<file path="src/hdl/udfa_pkg.sv">
// ----------------------------------------------------------------------------
// udfa_pkg
// Shared types, constants and lookup functions for the UTF-8 DFA decoder.
// ----------------------------------------------------------------------------
`default_nettype none

package udfa_pkg;

  localparam int unsigned ByteW    = 8;
  localparam int unsigned ClassW   = 4;
  localparam int unsigned StateW   = 4;
  localparam int unsigned CpW      = 21;
  localparam int unsigned NumState = 9;
  localparam int unsigned NumClass = 12;
  localparam int unsigned ContW    = 6;

  localparam logic [StateW-1:0] StAccept = 4'd0;
  localparam logic [StateW-1:0] StReject = 4'd1;

  localparam logic [ByteW-1:0] LeadMask = 8'hFF;

  typedef logic [StateW-1:0] state_t;
  typedef logic [ClassW-1:0] class_t;
  typedef logic [CpW-1:0]    cp_t;

  typedef struct packed {
    logic [ByteW-1:0] data;
    class_t           cls;
  } entry_t;

  typedef struct packed {
    logic   valid;
    entry_t head;
  } head_t;

  localparam state_t TRANS [NumState][NumClass] = '{
    '{4'd0, 4'd1, 4'd2, 4'd3, 4'd5, 4'd8, 4'd7, 4'd1, 4'd1, 4'd1, 4'd4, 4'd6},
    '{4'd1, 4'd1, 4'd1, 4'd1, 4'd1, 4'd1, 4'd1, 4'd1, 4'd1, 4'd1, 4'd1, 4'd1},
    '{4'd1, 4'd0, 4'd1, 4'd1, 4'd1, 4'd1, 4'd1, 4'd0, 4'd1, 4'd0, 4'd1, 4'd1},
    '{4'd1, 4'd2, 4'd1, 4'd1, 4'd1, 4'd1, 4'd1, 4'd2, 4'd1, 4'd2, 4'd1, 4'd1},
    '{4'd1, 4'd1, 4'd1, 4'd1, 4'd1, 4'd1, 4'd1, 4'd2, 4'd1, 4'd1, 4'd1, 4'd1},
    '{4'd1, 4'd2, 4'd1, 4'd1, 4'd1, 4'd1, 4'd1, 4'd1, 4'd1, 4'd2, 4'd1, 4'd1},
    '{4'd1, 4'd1, 4'd1, 4'd1, 4'd1, 4'd1, 4'd1, 4'd3, 4'd1, 4'd3, 4'd1, 4'd1},
    '{4'd1, 4'd3, 4'd1, 4'd1, 4'd1, 4'd1, 4'd1, 4'd3, 4'd1, 4'd3, 4'd1, 4'd1},
    '{4'd1, 4'd3, 4'd1, 4'd1, 4'd1, 4'd1, 4'd1, 4'd1, 4'd1, 4'd1, 4'd1, 4'd1}
  };

  function automatic class_t byte_class(input logic [ByteW-1:0] b);
    class_t c;
    if (b < 8'h80)       c = 4'd0;
    else if (b < 8'h90)  c = 4'd1;
    else if (b < 8'hA0)  c = 4'd9;
    else if (b < 8'hC0)  c = 4'd7;
    else if (b < 8'hC2)  c = 4'd8;
    else if (b < 8'hE0)  c = 4'd2;
    else if (b == 8'hE0) c = 4'd10;
    else if (b == 8'hED) c = 4'd4;
    else if (b < 8'hF0)  c = 4'd3;
    else if (b == 8'hF0) c = 4'd11;
    else if (b < 8'hF4)  c = 4'd6;
    else if (b == 8'hF4) c = 4'd5;
    else                 c = 4'd8;
    return c;
  endfunction

  function automatic state_t next_state(input state_t st, input class_t cls);
    state_t s;
    s = StReject;
    if (st < state_t'(NumState) && cls < class_t'(NumClass)) begin
      s = TRANS[st][cls];
    end
    return s;
  endfunction

endpackage

`default_nettype wire

</file>
<file path="src/hdl/udfa_if.sv">
// ----------------------------------------------------------------------------
// udfa_if
// Valid/ready channel interfaces for input bytes and decoded results.
// ----------------------------------------------------------------------------
`default_nettype none

interface udfa_in_if;
  logic       valid;
  logic       ready;
  logic [7:0] in_byte;

  modport source (output valid, output in_byte, input ready);
  modport sink   (input valid, input in_byte, output ready);
endinterface

interface udfa_out_if;
  logic        valid;
  logic        ready;
  logic [20:0] code_point;
  logic        complete;
  logic        rejected;

  modport source (output valid, output code_point, output complete, output rejected,
                  input ready);
  modport sink   (input valid, input code_point, input complete, input rejected,
                  output ready);
endinterface

`default_nettype wire

</file>
<file path="src/hdl/utf8_dfa_decoder_core.sv">
// ----------------------------------------------------------------------------
// utf8_dfa_decoder_core
// Validating UTF-8 decoder: one result per input byte.
// ----------------------------------------------------------------------------
// Sustains one byte per cycle while the result side takes results. Each byte
// passes through the queue, then the result register: the front classifies
// each byte into a two-entry queue, and the back applies the state/code point
// update and loads the result register. The rate is set by the state loop;
// while the result side holds off, the queue takes two more bytes before the
// input stalls. Each result carries the code point when complete is high
// (zero otherwise) and a sticky reject flag that holds until reset.
`default_nettype none

module utf8_dfa_decoder_core
  import udfa_pkg::*;
(
  input  wire logic  clk_i,
  input  wire logic  rst_ni,
  udfa_in_if.sink    byte_i,
  udfa_out_if.source cp_o
);

  head_t      head;
  logic       pop;
  logic [1:0] q_count;
  state_t     dfa_state;

  udfa_front u_front (
    .clk_i   (clk_i),
    .rst_ni  (rst_ni),
    .valid_i (byte_i.valid),
    .byte_i  (byte_i.in_byte),
    .ready_o (byte_i.ready),
    .head_o  (head),
    .pop_i   (pop),
    .count_o (q_count)
  );

  udfa_back u_back (
    .clk_i        (clk_i),
    .rst_ni       (rst_ni),
    .head_i       (head),
    .pop_o        (pop),
    .valid_o      (cp_o.valid),
    .ready_i      (cp_o.ready),
    .code_point_o (cp_o.code_point),
    .complete_o   (cp_o.complete),
    .rejected_o   (cp_o.rejected),
    .state_o      (dfa_state)
  );

  a_state_range: assert property (@(posedge clk_i) disable iff (!rst_ni)
    dfa_state < state_t'(NumState))
    else $error("dfa state out of range");

  a_queue_bound: assert property (@(posedge clk_i) disable iff (!rst_ni)
    q_count != 2'd3)
    else $error("queue count overflow");

  a_result_excl: assert property (@(posedge clk_i) disable iff (!rst_ni)
    cp_o.valid |-> !(cp_o.complete && cp_o.rejected))
    else $error("complete and rejected both set");

  a_cp_zero: assert property (@(posedge clk_i) disable iff (!rst_ni)
    (cp_o.valid && !cp_o.complete) |-> (cp_o.code_point == '0))
    else $error("code point nonzero on incomplete result");

  a_reject_sticky: assert property (@(posedge clk_i) disable iff (!rst_ni)
    (dfa_state == StReject) |=> (dfa_state == StReject))
    else $error("left reject state");

endmodule

`default_nettype wire

</file>
<file path="src/hdl/udfa_front.sv">
// ----------------------------------------------------------------------------
// udfa_front
// Accepts input bytes, classifies them and holds them in a two-entry queue.
// ----------------------------------------------------------------------------
`default_nettype none

module udfa_front
  import udfa_pkg::*;
(
  input  wire logic              clk_i,
  input  wire logic              rst_ni,
  input  wire logic              valid_i,
  input  wire logic [ByteW-1:0]  byte_i,
  output logic                   ready_o,
  output head_t                  head_o,
  input  wire logic              pop_i,
  output logic [1:0]             count_o
);

  entry_t     mem_q [2];
  logic       wr_ptr_q, wr_ptr_d;
  logic       rd_ptr_q, rd_ptr_d;
  logic [1:0] count_q, count_d;
  logic       push, pop;

  assign ready_o = (count_q != 2'd2);
  assign push    = valid_i && ready_o;
  assign pop     = pop_i && (count_q != 2'd0);

  always_comb begin
    wr_ptr_d = push ? ~wr_ptr_q : wr_ptr_q;
    rd_ptr_d = pop ? ~rd_ptr_q : rd_ptr_q;
    count_d  = count_q;
    if (push && !pop) begin
      count_d = count_q + 2'd1;
    end else if (pop && !push) begin
      count_d = count_q - 2'd1;
    end
  end

  always_ff @(posedge clk_i or negedge rst_ni) begin
    if (!rst_ni) begin
      wr_ptr_q <= 1'b0;
      rd_ptr_q <= 1'b0;
      count_q  <= 2'd0;
    end else begin
      wr_ptr_q <= wr_ptr_d;
      rd_ptr_q <= rd_ptr_d;
      count_q  <= count_d;
    end
  end

  always_ff @(posedge clk_i) begin
    if (push) begin
      mem_q[wr_ptr_q] <= '{data: byte_i, cls: byte_class(byte_i)};
    end
  end

  assign head_o.valid = (count_q != 2'd0);
  assign head_o.head  = mem_q[rd_ptr_q];
  assign count_o      = count_q;

endmodule

`default_nettype wire

</file>
<file path="src/hdl/udfa_back.sv">
// ----------------------------------------------------------------------------
// udfa_back
// Runs the DFA and partial code point update, drives the result register.
// ----------------------------------------------------------------------------
`default_nettype none

module udfa_back
  import udfa_pkg::*;
(
  input  wire logic   clk_i,
  input  wire logic   rst_ni,
  input  head_t       head_i,
  output logic        pop_o,
  output logic        valid_o,
  input  wire logic   ready_i,
  output cp_t         code_point_o,
  output logic        complete_o,
  output logic        rejected_o,
  output state_t      state_o
);

  state_t state_q, state_d;
  cp_t    part_q, part_d;
  logic   out_vld_q;
  cp_t    cp_q, cp_d;
  logic   cmpl_q, rej_q;
  logic   adv;

  assign adv   = head_i.valid && (!out_vld_q || ready_i);
  assign pop_o = adv;

  always_comb begin
    if (state_q == StAccept) begin
      part_d = cp_t'((LeadMask >> head_i.head.cls) & head_i.head.data);
    end else begin
      part_d = {part_q[CpW-ContW-1:0], head_i.head.data[ContW-1:0]};
    end
    state_d = next_state(state_q, head_i.head.cls);
    cp_d    = (state_d == StAccept) ? part_d : '0;
  end

  always_ff @(posedge clk_i or negedge rst_ni) begin
    if (!rst_ni) begin
      state_q   <= StAccept;
      part_q    <= '0;
      out_vld_q <= 1'b0;
    end else begin
      if (adv) begin
        state_q <= state_d;
        part_q  <= part_d;
      end
      if (adv) begin
        out_vld_q <= 1'b1;
      end else if (ready_i) begin
        out_vld_q <= 1'b0;
      end
    end
  end

  always_ff @(posedge clk_i) begin
    if (adv) begin
      cp_q   <= cp_d;
      cmpl_q <= (state_d == StAccept);
      rej_q  <= (state_d == StReject);
    end
  end

  assign valid_o      = out_vld_q;
  assign code_point_o = cp_q;
  assign complete_o   = cmpl_q;
  assign rejected_o   = rej_q;
  assign state_o      = state_q;

endmodule

`default_nettype wire

</file>
<file path="src/flat_wrapper.sv">
// flat-port wrapper written by rule: the top's interface ports become plain ports
module utf8_dfa_decoder_core_flat import udfa_pkg::*;
  (clk_i, rst_ni, byte_i_valid, byte_i_in_byte, byte_i_ready, cp_o_valid, cp_o_code_point, cp_o_complete, cp_o_rejected, cp_o_ready);
  udfa_in_if byte_i_i ();
  udfa_out_if cp_o_i ();
  input  wire logic clk_i;
  input  wire logic rst_ni;
  input wire logic [$bits(byte_i_i.valid)-1:0] byte_i_valid;
  input wire logic [$bits(byte_i_i.in_byte)-1:0] byte_i_in_byte;
  output wire logic [$bits(byte_i_i.ready)-1:0] byte_i_ready;
  output wire logic [$bits(cp_o_i.valid)-1:0] cp_o_valid;
  output wire logic [$bits(cp_o_i.code_point)-1:0] cp_o_code_point;
  output wire logic [$bits(cp_o_i.complete)-1:0] cp_o_complete;
  output wire logic [$bits(cp_o_i.rejected)-1:0] cp_o_rejected;
  input wire logic [$bits(cp_o_i.ready)-1:0] cp_o_ready;
  assign byte_i_i.valid = byte_i_valid;
  assign byte_i_i.in_byte = byte_i_in_byte;
  assign byte_i_ready = byte_i_i.ready;
  assign cp_o_valid = cp_o_i.valid;
  assign cp_o_code_point = cp_o_i.code_point;
  assign cp_o_complete = cp_o_i.complete;
  assign cp_o_rejected = cp_o_i.rejected;
  assign cp_o_i.ready = cp_o_ready;
  utf8_dfa_decoder_core u_core (.clk_i(clk_i), .rst_ni(rst_ni), .byte_i(byte_i_i), .cp_o(cp_o_i));
endmodule
</file>
<file path="config.mk">
export PLATFORM = sky130hd
export DESIGN_NAME = utf8_dfa_decoder_core_flat
export DESIGN_NICKNAME = d
export VERILOG_FILES = /design/src/hdl/udfa_pkg.sv /design/src/hdl/udfa_if.sv /design/src/hdl/utf8_dfa_decoder_core.sv /design/src/hdl/udfa_front.sv /design/src/hdl/udfa_back.sv /design/src/flat_wrapper.sv
export SDC_FILE = /design/constraint.sdc
export NUM_CORES = 1
export LEC_CHECK = 0
export ABC_CLOCK_PERIOD_IN_PS = 2600
export BUFFER_PORTS_ARGS = -buffer_cell sky130_fd_sc_hd__buf_2
export CAP_MARGIN = 10
export CORE_ASPECT_RATIO = 0.8
export CORE_MARGIN = 4
export CORE_UTILIZATION = 25
export DETAILED_ROUTE_END_ITERATION = 8
export PLACE_DENSITY = 0.43
export REMOVE_ABC_BUFFERS = 1
export SYNTH_ARGS = -nofsm -noshare
export SYNTH_HDL_FRONTEND = slang
export SYNTH_SLANG_ARGS = --single-unit
</file>
<file path="constraint.sdc">
create_clock -name clk_i -period 2.6 [get_ports clk_i]
set_input_delay 0 -clock clk_i [delete_from_list [all_inputs] [get_ports clk_i]]
set_output_delay 0 -clock clk_i [all_outputs]
set_load 0.01 [all_outputs]
</file>
* Word-level counts from Yosys, hierarchy flattened *
Memories as Yosys holds them, arrays and structs flattened.
Index checks and enable logic that the tools add are counted.

storage, ports and cells
  flip-flop bits (word level) = 47
  bits in writable memories = 24
  ROM bits = 768
  input bits = 12
  output and inout bits = 25
  logic and storage cells = 78
  memories kept = 2

memories
  name                  words  bits a word  read ports  clocked after memory_dff  write ports  RTL line          RTL
  (no name shown)       16     48           1           0                         0            udfa_pkg.sv:70    s = TRANS[st][cls];
  u_core.u_front.mem_q  2      12           1           0                         1            udfa_front.sv:20  entry_t mem_q [2];

cells by class
  add/sub/neg operators = 2
  magnitude comparators = 12
  equal/unequal tests = 6
  shift-type cells = 1
  muxes and demuxes = 26
  bitwise operators = 5
  reductions and logical operators = 15

operators by type and width
  kind                                                count
  2-to-1 mux 48 bit                                   2
  < comparator 8 bit (second input constant)          8
  2-to-1 mux 4 bit                                    16
  == test 8 bit (second input constant)               4
  bitwise AND 21 x 8 -> 21 bit                        1
  2-to-1 mux 21 bit                                   1
  right shift 8 x 4 -> 21 bit (first input constant)  1
  binary-select mux 4 bit (select 4 bit)              1
  >= comparator 5 bit (second input constant)         2
  inverter 4 -> 5 bit                                 2
  logical NOT 4 bit                                   2
  < comparator 4 bit (second input constant)          2
  logical AND 1 bit                                   6
  nonzero test 2 bit                                  3
  == test 4 x 1 -> 1 bit (second input constant)      1
  2-to-1 mux 1 bit                                    4
  2-to-1 mux 2 bit                                    2
  logical NOT 1 bit                                   3
  adder 2 x 1 -> 2 bit (second input constant)        1
  inequality test 2 bit (second input constant)       1
  inverter 1 bit                                      2
  subtractor 2 x 1 -> 2 bit (second input constant)   1
  logical OR 1 bit                                    1

* Logic depth before layout (Yosys ltp) *
Gate-level depths: netlist of run 1.

  depth in word-level cells = 14
  mapped depth = 8
  mapped depth without buffers = 7

* Cells and area by module *
A second synthesis of run 1 with hierarchy kept.

second synthesis, totals
  cell total of the unflattened synthesis = 276
  area, all modules = 3278.1 um^2

by module, submodules not included
  module      instances  cells an instance  area each (um^2)  sequential area each (um^2)
  udfa_back   1          192                2005.7            1191.1
  udfa_front  1          84                 1272.5            820.8

* Worst setup path after synthesis of run 1 *
Ideal clock, no wire load.

  path kind = reg2reg
  start = register u_core.u_back.state_q[1], in the netlist u_core.u_back.state_o[1]
  end = register u_core.u_back.cp_q[0], in the netlist u_core.u_back.code_point_o[0] (data pin)
  arrival time = 1.819 ns
  data required time = 2.338 ns
  setup slack = 0.519 ns
  cell stages (with the launch flop) = 7
  buffers on the path = 2
  cell sequence = dfrtp_1 > or4_1 > buf_2 > o311a_1 > a21oi_4 > buf_6 > nor4_1

on the way
  longest elaborated chain between the ends = 9
  elaborated cells on any way between the ends = 13
  classes of those cells = order compare: 1; mux: 7; bitwise: 1; reduce/logical: 3; memory: 1

RTL lines
  element                                               RTL line         RTL
  start, declared                                       udfa_back.sv:22  state_t state_q, state_d;
  start signal, assigned                                udfa_back.sv:44  state_q <= StAccept;
  start signal, assigned                                udfa_back.sv:49  state_q <= state_d;
  inverter 4 -> 5 bit (implied by the code)             udfa_pkg.sv:70
  memory (16 x 48 bit)                                  -
  2-to-1 mux 48 bit (implied by the code) (2 in a row)  udfa_pkg.sv:70
  binary-select mux 4 bit (select 4 bit)                udfa_pkg.sv:70
  2-to-1 mux 4 bit (implied by the code) (2 in a row)   udfa_pkg.sv:70
  2-to-1 mux 4 bit                                      udfa_pkg.sv:69   if (st < state_t'(NumState) && cls < class_t'(NumClass)) begin
  logical NOT 4 bit                                     udfa_back.sv:39  cp_d = (state_d == StAccept) ? part_d : '0;
  end signal, assigned                                  udfa_back.sv:62  cp_q <= cp_d;
  end, declared                                         udfa_back.sv:25  cp_t cp_q, cp_d;

Parallel ways exist; a longest one is shown, timed or not. The select of a mux whose other input is x is not followed.
A chain may end at the register's enable or synchronous reset.

* Worst setup path after layout of run 1 *
  start = register u_core.u_front.rd_ptr_q
  end = register u_core.u_back.cp_q[6], in the netlist u_core.u_back.code_point_o[6] (data pin)

on the way
  longest elaborated chain between the ends = 7
  elaborated cells on any way between the ends = 12
  classes of those cells = order compare: 1; shift: 1; mux: 5; bitwise: 2; reduce/logical: 2; memory: 1

RTL lines
  element                                              RTL line          RTL
  start, declared                                      udfa_front.sv:22  logic rd_ptr_q, rd_ptr_d;
  start signal, assigned                               udfa_front.sv:48  rd_ptr_q <= rd_ptr_d;
  memory (2 x 12 bit) *                                -
  inverter 4 -> 5 bit (implied by the code)            udfa_pkg.sv:70
  binary-select mux 4 bit (select 4 bit)               udfa_pkg.sv:70
  2-to-1 mux 4 bit (implied by the code) (2 in a row)  udfa_pkg.sv:70
  2-to-1 mux 4 bit                                     udfa_pkg.sv:69
  logical NOT 4 bit                                    udfa_back.sv:39

Mark *: on every way between the ends. The rest lies on a longest branch, timed or not. The select of a mux whose other input is x is not followed.

==> out/qor.yml, run 1 <==
status: "complete, no violations"
fp.dieH_um: 113
clock-root-buffer: "clkbuf_16"
syn_to_final_growth_pct: 26.7
via_per_inst: 4.77
cts_tree: "built"
hp-class: "input pin to async pin"
crit_family: "simple AND/OR/NAND/NOR gates"
critical_path_buf_inv_count: 1
critical_path.endpoint_type: "flip-flop"
wl_per_cell_um: 15.3
netlist_area_sq_um: 3430
rsz0062_at_grt: "no"
cp_slowest_cell: "dfrtp_1"
synth_top_area_cell: "edfxtp_1"
io_pins: 37
crit_type: "flip-flop to flip-flop"
switchingPower_mw: 2.07
n_fill_cell: 1351
path_max_fanout: 16
die_area_sq_um: 15700
clock_latency_ns: 0.33
drive_gt1_share_pct: 29.8
power_frac_comb_pct: 40.4
clock_path_buffers: 2
dp.cells: 477
period_minus_slack_ns: 2.38
globalplace.congestion: 0.768
cts-buffers-inserted: 9
irDropWorstVdd_uv: 549
synth_edf_count: 47
setup-violations-final: 0
cp-start-kind: "flip-flop"
p_seq_share_pct: 33.4
wirelength_um: 7710
final_area_sq_um: 4350
fin_skew_ns: 0.00786
num_rows: 37
grt_pass1_wl_um: 12800
worstMarginPinSlew_ns: 0.610
antenna_found_initial: 0
grt_max_degree: 25
report.final.slew_viol_count: 0
die_w_um: 139
syn_area_per_cell_sq_um: 13.0
path_cells: "buf_4 -> mux2i_4 -> or3_1 -> o221ai_1 -> nand3_1 -> nor3_1"
p_clk_share_pct: 26.2
final_cells: 504
ys_warn_count: 0
crit_required_ns: 2.72
hold_viol: 0
ys.flop_type: "edfxtp_1"
ys_seq_elements: 71
p_int_mw: 3.72
grt-ovfl-total: 0
synth_cells: 263
grt_use_total_pct: 10.3
antenna_cells: 0
yosysUniqueCellTypes: 56
post_cts_resized: 0
dr.pass1.iters: 4
start_util_pct: 26.1
critPathMaxStageDelay_ns: 0.39
ctsHoldBuffers: 11
max-cap-violations: 0
dpl-instance-area_sq_um: 3870
cts.sinks: 71
fin_nets: 337
yosysSeqAreaShare_pct: 58.7
port_buffers: 36
max_freq_mhz: 419
ant_nets: 0
p_leak_nw: 1.66
drc: 0
dp_hpwl_um: 5460
arrival_ns: 2.50
async_flop_share_pct: 33.8
grt_pass1_vias: 2297
drtIter0Drc: 132
clkTransAtPathRegs_ns: 0.06
dr_total_vias: 2404
swShare_pct: 35.7
core_area_sq_um: 13100
h-tree-depth: 3
fin_util_pct: 33.1
maxSlewHeadroom_pct: 59.3
yosys.area.top_type_share_pct: 41.2
synth_area_leaders: "edfxtp_1, dfrtp_1, nor4b_2"
min_period_over_period_pct: 91.7
cts_setup_buffers: 0
powerDensity_nw_per_um2: 1330
worst paths after layout:
| path | from | end | slack, ns | depth (start not counted) |
|---|---|---|---|---|
| worst min-delay path | rst_ni | u_core.u_back.state_o[0] | 0.24 | 2 |
| worst max-delay path | u_core.u_front.rd_ptr_q | u_core.u_back.code_point_o[6] | 0.22 | 6 |
| max in group asynchronous | rst_ni | u_core.u_back.part_q[3] | 1.96 | 2 |
| worst min register to register | u_core.u_front.wr_ptr_q | u_core.u_front.wr_ptr_q | 0.49 | 1 |
| min in group clk_i | byte_i_in_byte[1] | u_core.u_front.mem_q[1][5] | 0.47 | 2 |
| worst max register to register | u_core.u_front.rd_ptr_q | u_core.u_back.code_point_o[6] | 0.22 | 6 |
worst reg2reg max path: cells and delay by family, from the launching register on:
family	cells	cell delay (ns)
AND/OR/NAND/NOR	3	1.06
AO/OA/AOI/OAI	1	0.26
buffers and inverters	1	0.21
multiplexers	1	0.25
flip-flops	1	0.39
cell usage after synthesis (all sizes together), types with 2 or more instances:
cell type,instances
edfxtp,47
dfrtp,24
nand2,18
nor4b,15
o21ai,14
mux2i,11
nor3,10
a21oi,9
buf,9
mux2,9
nor2,9
a22o,7
clkbuf,7
nand2b,6
inv,5
nor3b,5
nor4,5
nand3,4
o221ai,4
a32oi,3
o211ai,3
o31ai,3
or3,3
or4,3
xnor2,3
and3b,2
nor2b,2
o21a,2
or3b,2
xor2,2
area by class of cell:
| type | instances | area [sq um] | area share, % |
|---|---|---|---|
| repair buffers | 66 | 433 | 9.96 |
| clock buffers | 9 | 225 | 5.18 |
| multi-input cells | 170 | 1290 | 29.7 |
| clock inverters | 7 | 145 | 3.34 |
| inverters | 6 | 22.5 | 0.518 |
| flip-flops and latches | 71 | 2010 | 46.3 |
| well taps | 175 | 219 | 5.04 |
cell usage in the layout, fill, tap and decap left out, drive strengths merged, types with 3 or more instances in the layout:
| cell | instances |
|---|---|
| inv | 5 |
| xnor2 | 3 |
| nor4b | 15 |
| mux2 | 9 |
| edfxtp | 47 |
| dfrtp | 24 |
| dlygate4sd3 | 11 |
| a22o | 7 |
| o21ai | 14 |
| o211ai | 3 |
| nor4 | 5 |
| a32oi | 3 |
| a21oi | 9 |
| clkbuf | 9 |
| clkinv | 3 |
| mux2i | 11 |
| nor3b | 5 |
| or4 | 3 |
| nand2 | 18 |
| nor2 | 9 |
| nand2b | 6 |
| o221ai | 4 |
| o31ai | 3 |
| bufinv | 4 |
| or3 | 3 |
| buf | 55 |
| nand3 | 4 |
| nor3 | 10 |
state kept, by name (all words and copies together) (netlist names):
signal / flops
u_core.u_front.rd_ptr_q: 1
u_core.u_back.rejected_o: 1
u_core.u_back.part_q: 15
u_core.u_back.code_point_o: 21
u_core.u_back.state_o: 4
u_core.u_back.valid_o: 1
u_core.u_front.mem_q: 24
u_core.u_back.complete_o: 1
u_core.u_front.wr_ptr_q: 1
u_core.u_front.count_o: 2
per-stage QoR:
step	hold WS, ns	TNS, ns	power [mW]	worst slack [ns]
after floorplan	-0.296	-4.86	3.41	-0.283
after global placement	0.0489	0	4.30	0.259
after detailed placement	0.0522	0	4.30	0.224
after CTS	0.259	0	5.85	0.217
after global routing	0.294	0	6.17	0.0393
final	0.239	0	5.78	0.216
power groups by stage:
stage	sequential [mW]	combinational, mW	clock [mW]
floorplan	2.10	1.31	0
global placement	1.96	2.35	0
detailed placement	1.96	2.34	0
CTS	1.94	2.37	1.54
global route	1.98	2.59	1.60
finish	1.93	2.34	1.51
layer usage:
metal  global-route usage [%]  routed length, um  vias to the layer above
met3                     3.68                397                        6
met2                     14.6               3210                       59
met4                     2.54                 52                        0
met1                     15.0               4060                     1190
li1                         -                  -                     1149
met5                        0                  0                        -
cells by family after synthesis:
logic type      count (synthesis)  synth area share [%]
simple gates                   88                  16.9
flops                          71                  58.7
compound gates                 55                  12.0
buf+inv                        22                  3.83
mux                            20                  6.64
xor+xnor                        5                  1.28
fa+ha+maj                       2                 0.657
Note: power is estimated with default switching activity, not from simulation.
==> run 2, diff against run 1 <==
--- a/config.mk
+++ b/config.mk
@@ -8,7 +8,7 @@
 export ABC_CLOCK_PERIOD_IN_PS = 2600
 export BUFFER_PORTS_ARGS = -buffer_cell sky130_fd_sc_hd__buf_2
 export CAP_MARGIN = 10
-export CORE_ASPECT_RATIO = 0.8
+export CORE_ASPECT_RATIO = 0.6
 export CORE_MARGIN = 4
 export CORE_UTILIZATION = 25
 export DETAILED_ROUTE_END_ITERATION = 8
==> run 2 against run 1 <==
Clock skew increased by 0.00078 ns. Die area increased by 0.32%. Critical path depth decreased by 1. Cell area decreased by 1.4%. Non-clock buffer count increased by 2. Clock-buffer cell count unchanged. Fmax decreased by 2.3%. Worst setup slack got worse by 0.055 ns. Largest cell class unchanged.
==> out/qor.yml, run 2 (same netlist as run 1, synthesis figures left out) <==
die_w_um: 159
irDropWorstVdd_uv: 408
endpoint: "u_core.u_back.rejected_o"
fin_util_pct: 32.6
cts_tree: "built"
num_rows: 32
wirelength_um: 8390
arrival_ns: 2.51
switchingPower_mw: 2.17
cp_slowest_cell: "dfrtp_1"
layout_common_cells: "edfxtp_1, buf_2, dfrtp_1"
top_register: "u_core.u_front.mem_q"
largest_register_ff_count: 24
ant_nets: 0
core_area_sq_um: 13100
max_freq_mhz: 410
maxSlewHeadroom_pct: 59.7
power_frac_comb_pct: 44.6
fin_nets: 339
clock_latency_ns: 0.34
antenna_cells: 0
path_cells: "mux2i_4 -> or3_1 -> o221ai_1 -> nand3_2 -> and3b_1"
cts-buffers-inserted: 9
final_cells: 501
fin_skew_ns: 0.00864
crit_required_ns: 2.67
antenna_found_initial: 0
p_int_mw: 3.39
io_pins: 37
final_area_sq_um: 4280
syn_to_final_growth_pct: 24.9
r2r_slack_ns: 0.16
dp_slack_ns: 0.137
period_minus_slack_ns: 2.44
startpoint: "u_core.u_front.rd_ptr_q"
start_util_pct: 26.1
dp.cells: 474
clock_path_buffers: 2
path_max_fanout: 11
cp.depth: 5
fp.dieH_um: 98.7
cp-start-kind: "flip-flop"
p_leak_nw: 1.63
wl_per_cell_um: 16.7
dp_hpwl_um: 6040
p_clk_share_pct: 20.3
fin_tns_setup_ns: 0
via_per_inst: 4.77
die_area_sq_um: 15700
drive_gt1_share_pct: 31.1
n_fill_cell: 1329
ff2ff_path_depth: 5
grt_pass1_vias: 2397
grt_use_total_pct: 11.3
hold_viol: 0
grt-ovfl-total: 0
grt_max_degree: 25
rsz0062_at_grt: "no"
max-cap-violations: 0
grt_pass1_wl_um: 13800
reg2reg_to: "u_core.u_back.rejected_o"
drtIter0Drc: 190
powerDensity_nw_per_um2: 1300
reg2reg_from: "u_core.u_front.rd_ptr_q"
drc: 0
globalplace.congestion: 0.798
dr_total_vias: 2389
min_period_over_period_pct: 93.8
clock-root-buffer: "clkbuf_16"
port_buffers: 36
final_common_cell: "edfxtp_1"
crit_family: "simple AND/OR/NAND/NOR gates"
critical_path_buf_inv_count: 0
setup-violations-final: 0
report.final.slew_viol_count: 0
timing.hold.ws_ns: 0.221
hp-class: "input pin to async pin"
h-tree-depth: 3
dpl-instance-area_sq_um: 3890
status: "complete, no violations"
worstMarginPinSlew_ns: 0.601
crit_type: "flip-flop to flip-flop"
critical_path.endpoint_type: "flip-flop"
cts.sinks: 71
total_power_mw: 5.56
clkTransAtPathRegs_ns: 0.06
swShare_pct: 39.0
dr.pass1.iters: 4
critPathMaxStageDelay_ns: 0.53
p_seq_share_pct: 35.1
layout_setup_ws_ns: 0.161
## run 2: cell types whose count changed in the layout (fill, tap and decap cells not counted), sizes merged
cell      previous run  this run
buf                 55        57
bufinv               4         0
clkinv               3         4
clkinvlp             1         2
inv                  5         7
## run 2: power groups by stage
stage	Combinational, mW	Sequential, mW	Clock, mW
3_3_place_gp	2.45	1.98	0
4_1_cts	2.48	1.96	1.16
2_1_floorplan	1.31	2.10	0
3_5_place_dp	2.45	1.97	0
5_1_grt	2.73	2.01	1.22
6_report	2.48	1.95	1.13
## run 2: area by class of cell
| cell class | instances | area (sq um) | share of cell area [%] |
|---|---|---|---|
| inverter | 6 | 22.5 | 0.526 |
| tap | 170 | 213 | 4.96 |
| clock buffer | 9 | 225 | 5.26 |
| sequential | 71 | 2010 | 47.0 |
| multi-input combinational | 170 | 1300 | 30.4 |
| clock inverter | 7 | 47.5 | 1.11 |
| timing repair buffer | 68 | 460 | 10.7 |
## run 2: repair_timing
action,in CTS,in global routing
endpoints found under the hold margin,42,0
setup buffers,0,0
resized for setup,0,3
hold buffers,11,0
endpoints found under the setup margin,0,4
## run 2: how the worst min path moves through the flow
stage | slack (ns) | end | cells after the start | from
after global placement | 0.04 | u_core.u_back.valid_o | 1 | rst_ni
after CTS | 0.24 | u_core.u_back.valid_o | 2 | rst_ni
after floorplan | -0.30 | u_core.u_back.part_q[0] | 0 | rst_ni
after detailed placement | 0.05 | u_core.u_back.valid_o | 1 | rst_ni
after global routing | 0.30 | u_core.u_back.valid_o | 2 | rst_ni
final | 0.22 | u_core.u_back.valid_o | 2 | rst_ni
## run 2: worst register-to-register path: cells and delay by family, from the launching register on
| kind | cells | cell delay [ns] |
|---|---|---|
| and+or+nand+nor | 3 | 0.96 |
| muxes | 1 | 0.31 |
| AOI/OAI and AO/OA | 1 | 0.39 |
| DFF | 1 | 0.53 |
## run 2: per-layer routing
layer | global-route usage [%] | part of all wire [%]
met3 | 3.80 | 3.5
met4 | 3.07 | 0.92
met1 | 17.7 | 57
met5 | 0 | 0
met2 | 14.2 | 38
